### src/rtl/rte_pkg.sv
// Shared types and constants for the rotary encoder / push switch decoder.
// Used by every module under rtl/; depends on nothing.
package rte_pkg;

  localparam int unsigned TimeW = 32;
  localparam int unsigned DebW  = 8;
  localparam int unsigned PressW = 16;
  localparam int unsigned DetW  = 3;
  localparam int unsigned StepW = 4;
  localparam int unsigned CfgAddrW = 2;
  localparam int unsigned CfgDataW = 16;
  localparam int unsigned InDataW  = 40;
  localparam int unsigned OutDataW = 8;

  localparam logic [CfgAddrW-1:0] REG_ROTATE_DEBOUNCE = 2'd0;
  localparam logic [CfgAddrW-1:0] REG_MIN_PRESS       = 2'd1;
  localparam logic [CfgAddrW-1:0] REG_LONG_PRESS      = 2'd2;
  localparam logic [CfgAddrW-1:0] REG_STEPS_PER_DET   = 2'd3;

  localparam logic [DebW-1:0]   RST_ROTATE_DEBOUNCE = 8'd5;
  localparam logic [PressW-1:0] RST_MIN_PRESS       = 16'd50;
  localparam logic [PressW-1:0] RST_LONG_PRESS      = 16'd1000;
  localparam logic [DetW-1:0]   RST_STEPS_PER_DET   = 3'd2;
  localparam logic [1:0]        RST_QUAD_PHASE      = 2'b11;

  typedef enum logic {
    FUNC_PIN  = 1'b0,
    FUNC_POLL = 1'b1
  } func_t;

  typedef enum logic [2:0] {
    EV_SHORT        = 3'd0,
    EV_RELEASE_LONG = 3'd1,
    EV_CW           = 3'd2,
    EV_CCW          = 3'd3,
    EV_LONG         = 3'd4
  } event_code_t;

  typedef struct packed {
    func_t            func;
    logic [TimeW-1:0] now_ms;
    logic             switch_level;
    logic             clk_level;
    logic             dt_level;
  } item_t;

  typedef struct packed {
    logic        vld;
    event_code_t code;
  } ev_t;

  // Gray-code transition: previous phase {clk,dt} to next phase -> -1, 0, +1
  function automatic logic signed [1:0] quad_dir(input logic [1:0] prev,
                                                 input logic [1:0] next);
    logic signed [1:0] d;
    d = 2'sd0;
    case ({prev, next})
      4'b0001: d = -2'sd1;
      4'b0010: d = 2'sd1;
      4'b0100: d = 2'sd1;
      4'b0111: d = -2'sd1;
      4'b1000: d = -2'sd1;
      4'b1011: d = 2'sd1;
      4'b1101: d = 2'sd1;
      4'b1110: d = -2'sd1;
      default: d = 2'sd0;
    endcase
    return d;
  endfunction

endpackage

### src/rtl/rotary_encoder_with_push_switch.sv
// Top level of the rotary encoder / push switch event decoder.
// Depends on rte_pkg, rte_in_stage, rte_decode and rte_out_stage.
//
// Each input word (pin change or time poll) enters the input register and a
// new one can follow every cycle: while a word sits in the input register,
// the decoder updates its state and loads at most one event into the result
// register, so throughput is one word per cycle while out_tready is high.
// Words that cause no event leave nothing on the output. Configuration
// writes take effect on the next cycle and are meant for an idle block.
module rotary_encoder_with_push_switch import rte_pkg::*; (
  input  logic                clk,
  input  logic                rst_n,
  input  logic                cfg_we,
  input  logic [CfgAddrW-1:0] cfg_addr,
  input  logic [CfgDataW-1:0] cfg_wdata,
  input  logic                in_tvalid,
  output logic                in_tready,
  // [31:0] now_ms, [32] switch_level, [33] clk_level, [34] dt_level, rest zero
  input  logic [InDataW-1:0]  in_tdata,
  // [0] func
  input  logic                in_tuser,
  output logic                out_tvalid,
  input  logic                out_tready,
  // [2:0] event_code, rest zero
  output logic [OutDataW-1:0] out_tdata
);

  logic  item_vld;
  item_t item;
  logic  adv;
  logic  fire;
  ev_t   ev;

  assign fire = item_vld && adv;

  rte_in_stage u_in (
    .clk       (clk),
    .rst_n     (rst_n),
    .in_tvalid (in_tvalid),
    .in_tready (in_tready),
    .in_tdata  (in_tdata),
    .in_tuser  (in_tuser),
    .pop       (adv),
    .item_vld  (item_vld),
    .item      (item)
  );

  rte_decode u_dec (
    .clk       (clk),
    .rst_n     (rst_n),
    .cfg_we    (cfg_we),
    .cfg_addr  (cfg_addr),
    .cfg_wdata (cfg_wdata),
    .fire      (fire),
    .item      (item),
    .ev        (ev)
  );

  rte_out_stage u_out (
    .clk        (clk),
    .rst_n      (rst_n),
    .load       (fire),
    .ev         (ev),
    .adv        (adv),
    .out_tvalid (out_tvalid),
    .out_tready (out_tready),
    .out_tdata  (out_tdata)
  );

endmodule

### src/rtl/rte_in_stage.sv
// Input register stage: captures one slave-side word and unpacks its fields.
// Depends on rte_pkg.
module rte_in_stage import rte_pkg::*; (
  input  logic               clk,
  input  logic               rst_n,
  input  logic               in_tvalid,
  output logic               in_tready,
  input  logic [InDataW-1:0] in_tdata,
  input  logic               in_tuser,
  input  logic               pop,
  output logic               item_vld,
  output item_t              item
);

  logic  vld_r;
  item_t item_r;

  assign in_tready = !vld_r || pop;
  assign item_vld  = vld_r;
  assign item      = item_r;

  always_ff @(posedge clk) begin
    if (!rst_n) begin
      vld_r <= 1'b0;
    end else if (in_tready) begin
      vld_r <= in_tvalid;
    end
  end

  always_ff @(posedge clk) begin
    if (in_tvalid && in_tready) begin
      item_r.func         <= func_t'(in_tuser);
      item_r.now_ms       <= in_tdata[TimeW-1:0];
      item_r.switch_level <= in_tdata[TimeW];
      item_r.clk_level    <= in_tdata[TimeW+1];
      item_r.dt_level     <= in_tdata[TimeW+2];
    end
  end

endmodule

### src/rtl/rte_decode.sv
// Decoder core: configuration registers, encoder/switch state and the
// per-word event logic. Depends on rte_pkg.
module rte_decode import rte_pkg::*; (
  input  logic                clk,
  input  logic                rst_n,
  input  logic                cfg_we,
  input  logic [CfgAddrW-1:0] cfg_addr,
  input  logic [CfgDataW-1:0] cfg_wdata,
  input  logic                fire,
  input  item_t               item,
  output ev_t                 ev
);

  logic [DebW-1:0]   rot_deb_r;
  logic [PressW-1:0] min_press_r;
  logic [PressW-1:0] long_press_r;
  logic [DetW-1:0]   det_r;

  logic [TimeW-1:0]        last_step_r, last_step_nxt;
  logic [TimeW-1:0]        press_start_r, press_start_nxt;
  logic                    held_r, held_nxt;
  logic                    long_rep_r, long_rep_nxt;
  logic [1:0]              phase_r, phase_nxt;
  logic signed [StepW-1:0] steps_r, steps_nxt;

  logic [TimeW-1:0]        since_step;
  logic [TimeW-1:0]        dur;
  logic                    in_deb;
  logic                    at_rest;
  logic                    long_hit;
  logic                    short_hit;
  logic [1:0]              next_phase;
  logic signed [1:0]       dir;
  logic signed [StepW:0]   sum;
  logic signed [StepW:0]   lim;

  always_ff @(posedge clk) begin
    if (!rst_n) begin
      rot_deb_r    <= RST_ROTATE_DEBOUNCE;
      min_press_r  <= RST_MIN_PRESS;
      long_press_r <= RST_LONG_PRESS;
      det_r        <= RST_STEPS_PER_DET;
    end else if (cfg_we) begin
      unique case (cfg_addr)
        REG_ROTATE_DEBOUNCE: rot_deb_r    <= cfg_wdata[DebW-1:0];
        REG_MIN_PRESS:       min_press_r  <= cfg_wdata[PressW-1:0];
        REG_LONG_PRESS:      long_press_r <= cfg_wdata[PressW-1:0];
        REG_STEPS_PER_DET:   det_r        <= cfg_wdata[DetW-1:0];
        default: ;
      endcase
    end
  end

  assign since_step = item.now_ms - last_step_r;
  assign dur        = item.now_ms - press_start_r;
  assign in_deb     = since_step < {{(TimeW-DebW){1'b0}}, rot_deb_r};
  assign at_rest    = item.clk_level && item.dt_level;
  assign long_hit   = dur >= {{(TimeW-PressW){1'b0}}, long_press_r};
  assign short_hit  = dur > {{(TimeW-PressW){1'b0}}, min_press_r};
  assign next_phase = {item.clk_level, item.dt_level};
  assign dir        = quad_dir(phase_r, next_phase);
  assign sum        = {steps_r[StepW-1], steps_r} + {{(StepW-1){dir[1]}}, dir};
  assign lim        = $signed({{(StepW+1-DetW){1'b0}}, det_r});

  always_comb begin
    last_step_nxt   = last_step_r;
    press_start_nxt = press_start_r;
    held_nxt        = held_r;
    long_rep_nxt    = long_rep_r;
    phase_nxt       = phase_r;
    steps_nxt       = steps_r;
    ev.vld          = 1'b0;
    ev.code         = EV_SHORT;
    if (item.func == FUNC_POLL) begin
      if (held_r && !long_rep_r && long_hit) begin
        long_rep_nxt = 1'b1;
        ev.vld       = 1'b1;
        ev.code      = EV_LONG;
      end
    end else if (!in_deb) begin
      if (!item.switch_level && at_rest) begin
        if (!held_r) begin
          press_start_nxt = item.now_ms;
          held_nxt        = 1'b1;
          long_rep_nxt    = 1'b0;
          steps_nxt       = '0;
        end
      end else if (item.switch_level && held_r && at_rest) begin
        held_nxt = 1'b0;
        if (long_hit) begin
          ev.vld  = 1'b1;
          ev.code = EV_RELEASE_LONG;
        end else if (short_hit) begin
          ev.vld  = 1'b1;
          ev.code = EV_SHORT;
        end
      end else begin
        phase_nxt = next_phase;
        if (dir != 2'sd0) begin
          last_step_nxt = item.now_ms;
          steps_nxt     = sum[StepW-1:0];
          if (sum >= lim) begin
            steps_nxt = '0;
            ev.vld    = 1'b1;
            ev.code   = EV_CW;
          end else if (sum <= -lim) begin
            steps_nxt = '0;
            ev.vld    = 1'b1;
            ev.code   = EV_CCW;
          end
        end
      end
    end
  end

  always_ff @(posedge clk) begin
    if (!rst_n) begin
      last_step_r   <= '0;
      press_start_r <= '0;
      held_r        <= 1'b0;
      long_rep_r    <= 1'b0;
      phase_r       <= RST_QUAD_PHASE;
      steps_r       <= '0;
    end else if (fire) begin
      last_step_r   <= last_step_nxt;
      press_start_r <= press_start_nxt;
      held_r        <= held_nxt;
      long_rep_r    <= long_rep_nxt;
      phase_r       <= phase_nxt;
      steps_r       <= steps_nxt;
    end
  end

endmodule

### src/rtl/rte_out_stage.sv
// Result register: holds one event word for the master side.
// Depends on rte_pkg.
module rte_out_stage import rte_pkg::*; (
  input  logic                clk,
  input  logic                rst_n,
  input  logic                load,
  input  ev_t                 ev,
  output logic                adv,
  output logic                out_tvalid,
  input  logic                out_tready,
  output logic [OutDataW-1:0] out_tdata
);

  logic        vld_r;
  event_code_t code_r;

  assign adv        = !vld_r || out_tready;
  assign out_tvalid = vld_r;
  assign out_tdata  = {{(OutDataW-3){1'b0}}, code_r};

  always_ff @(posedge clk) begin
    if (!rst_n) begin
      vld_r <= 1'b0;
    end else if (adv) begin
      vld_r <= load && ev.vld;
    end
  end

  always_ff @(posedge clk) begin
    if (adv && load && ev.vld) begin
      code_r <= ev.code;
    end
  end

endmodule

### config.mk
export PLATFORM = sky130hd
export DESIGN_NAME = rotary_encoder_with_push_switch
export DESIGN_NICKNAME = d
export VERILOG_FILES = /design/src/rtl/rte_pkg.sv /design/src/rtl/rotary_encoder_with_push_switch.sv /design/src/rtl/rte_in_stage.sv /design/src/rtl/rte_decode.sv /design/src/rtl/rte_out_stage.sv
export SDC_FILE = /design/constraint.sdc
export NUM_CORES = 1
export LEC_CHECK = 0
export BUFFER_PORTS_ARGS = -buffer_cell sky130_fd_sc_hd__buf_2
export CAP_MARGIN = 20
export CORE_MARGIN = 1
export CORE_UTILIZATION = 45
export DETAILED_ROUTE_END_ITERATION = 10
export PLACE_DENSITY = 0.66
export RECOVER_POWER = 25
export SYNTH_ARGS = -nofsm -noshare
export SYNTH_HDL_FRONTEND = slang
export SYNTH_HIERARCHICAL = 1
export SYNTH_SLANG_ARGS = --single-unit
### constraint.sdc
create_clock -name clk -period 5.1 [get_ports clk]
set_input_delay 1.275 -clock clk [delete_from_list [all_inputs] [get_ports clk]]
set_output_delay 1.275 -clock clk [all_outputs]
set_load 0.05 [all_outputs]
==> flow_summary.ini <==
[timing]
timing_max_transition_violations_final = 88
max-slew-margin-rel_pct = -59.3
post-route-min-period_ns = 4.87
setup_viol = 0
max_freq_mhz = 205
hold_slack_ns = 0.459
worst_pin_slew_ns = 2.39
clock_skew_ns = 0.00907
setup_tns_ns = 0
setup_ws_ns = 0.226
hold_viol = 0
final.period_utilization_pct = 95.6

[yosys]
synth_edf_count = 39
ys.flop_type = dfxtp_1
synth_area_sq_um = 11400
syn_inst = 1376
synth-adder-area-share_pct = 13.4
yosys-top-cells-area = dfxtp_1, ha_1, edfxtp_1
yosys.area.top_type = dfxtp_1
yosysWarnings = 6
synth.most_common_cell = nand2_1
synthXorXnorAreaFrac_pct = 2.83
synthDistinctLibCells = 93
async_flop_share_pct = 0
avgSynthCellArea_sq_um = 8.31
ys_seq_elements = 156
synth-compound-area-share_pct = 18.4
yosysTopAreaCellShare_pct = 20.5
ys_seq_area_share_pct = 30.7
synth-simple-area-share_pct = 19.3
synth_commonest_cells = nand2_1, inv_1, ha_1, dfxtp_1, a21oi_1
synth_top_family_by_area = simple AND/OR/NAND/NOR gates
synth_mux_area_share_pct = 7.22

[finish]
fillCellCount = 2371
nets = 1629
antenna_cells = 0
syn_to_final_growth_pct = 11.2
drive_above_1_share_pct = 12.8
ff_latch_area_sq_um = 3510
multi_input_area_sq_um = 7070

[status]
violations = capacitance limit, slew limit
status = finished with violations

[clocking]
clockBufferDepth = 2
clk_latency_ns = 0.43
clkTransAtPathRegs_ns = 0.07
cts_buffers = 17
clock-sinks = 156
root_buffer = clkbuf_16
cts_tree = done
htree_levels = 4
cts_hold_buf = 0

[setup_path]
crit_path_max_fanout = 3
r2r_cells = 24
end_kind = register
crit_required_ns = 5.30
critical_path_class = register to register
critPathArrivalTime_ns = 5.07
cp-start-kind = register
cp-startpoint = u_in/item[3]$_DFFE_PP_
reg2reg_from = u_in/item[3]$_DFFE_PP_

[routing]
remaining_drc_errors = 0
wl_microns = 30100
drt_iter0_drc = 987
via_count = 10100
first_pass_iters = 6
vias_per_cell = 5.67
detail-route-antenna-nets = 0
routedWlPerCell_microns = 16.9

[global_route]
antenna_found_initial = 0
grt_max_degree = 67
grt_overflow = 0
grt_pass1_vias = 9209
grtUsageTotal_pct = 23.3
grt_pass1_wl_microns = 47900

[floorplanning]
die_w_microns = 161
row_count = 57
dieArea_sq_um = 26000
core_sq_um = 24600
initial_core_util_pct = 46.5
fp.dieH_microns = 161
io_pins = 74

[min_path]
hp-class = register to register
holdCritStartpoint = u_dec/last_step_r[21]$_SDFFE_PN0P_
hold_depth = 2

[power_and_ir_drop]
vdd_ir_drop_max_mv = 0.189
power_leakage_uw = 0.00522
total_power_uw = 3430
p_per_area_nw_per_um2 = 270

[placed_design]
pre_cts_slack_ns = 0.0611
hpwl_microns = 23200
place.gp.congestion = 0.957
io_buffers = 63

[flow_run]
maxCapViolCount = 2
## flip-flops by register name (all words and copies together), names as in the netlist
signal / cells
u_dec/det_r: 3
u_dec/held_r: 1
u_dec/last_step_r: 32
u_dec/long_press_r: 16
u_dec/long_rep_r: 1
u_dec/min_press_r: 16
u_dec/phase_r: 2
u_dec/press_start_r: 32
u_dec/rot_deb_r: 8
u_dec/steps_r: 4
u_in/item: 36
u_in/item_vld: 1
u_out/code_r: 3
u_out/out_tvalid: 1
## through the flow
stage                     std cells  utilization (%)  cell area [sq um]
after floorplan                1380                -              11400
after global placement         1745             49.0              12100
after detailed placement       1746             49.1              12100
after CTS                      1778             51.5              12700
after global routing           1781             51.7              12700
final                          1781             51.7              12700
## what timing repair did
item,in CTS,in global routing
gates resized for setup,0,10
buffers inserted,0,3
endpoints found under the setup margin,0,38
## path summary, 6_finish.rpt
| path | slack, ns | end |
|---|---|---|
| setup / recovery | 0.23 | u_out/code_r[2]$_DFFE_PP_ |
| hold / removal | 0.46 | u_dec/last_step_r[21]$_SDFFE_PN0P_ |
| setup reg to reg | 0.23 | u_out/code_r[2]$_DFFE_PP_ |
| hold reg to reg | 0.46 | u_dec/last_step_r[21]$_SDFFE_PN0P_ |
## critical path, cell delays in order, from the launching register on
cell	delay [ns]
edfxtp_1	0.34
inv_1	0.07
ha_1	0.23
fa_1	0.39
nand2b_1	0.19
a21oi_2	0.20
buf_4	0.15
o21ai_2	0.07
nand2_1	0.09
xor2_1	0.21
ha_1	0.29
a21oi_1	0.23
o22ai_1	0.14
a311oi_2	0.26
and4_1	0.23
nand4_1	0.10
nor4_2	0.18
nand2_1	0.15
a2111oi_4	0.29
buf_4	0.19
or3_1	0.13
nor3_1	0.05
a211o_1	0.29
nand2_2	0.11
nor2b_4	0.05
## power by group
part,switching (uW),internal [uW]
registers,36.1,1310
logic,478,317
clock network,590,695
total,1100,2320
## per-layer routing
layer | GRT usage, % | part of all wire [%]
met4 | 6.05 | 1.5
met1 | 34.5 | 50
met5 | 0 | 0
met2 | 35.2 | 43
met3 | 3.18 | 5.1
## cells in the final DEF, fill, tap and decap left out, drive strengths merged, types with 8 or more instances in the layout
cell type	count
nand2b	15
xnor2	19
a211oi	11
a21oi	117
clkbuf	22
o211ai	22
dfxtp	117
nor4	8
o21a	17
inv	138
nand4	35
nand2	242
nor3	26
o21ai	51
a21o	18
nor2	77
xor2	18
a2111oi	10
buf	103
mux2i	78
edfxtp	39
ha	118
a31oi	8
nor3b	8
nand3	19
## cell type report
class | count | share of cell area, %
clock buffers | 18 | 3.38
clock inverters | 14 | 1.22
inverters | 132 | 3.90
multi-input cells | 1030 | 55.6
flip-flops and latches | 156 | 27.6
well taps | 324 | 3.19
repair buffers | 107 | 5.12
## cells by family after synthesis
logic type                 count (synthesis)
and+or+nand+nor                          470
AOI/OAI and AO/OA                        316
buffers and inverters                    194
DFF                                      156
adders and majority gates                121
muxes                                     81
xor gates and xnor gates                  37
other                                      1
Note: power is estimated with default switching activity, not from simulation.
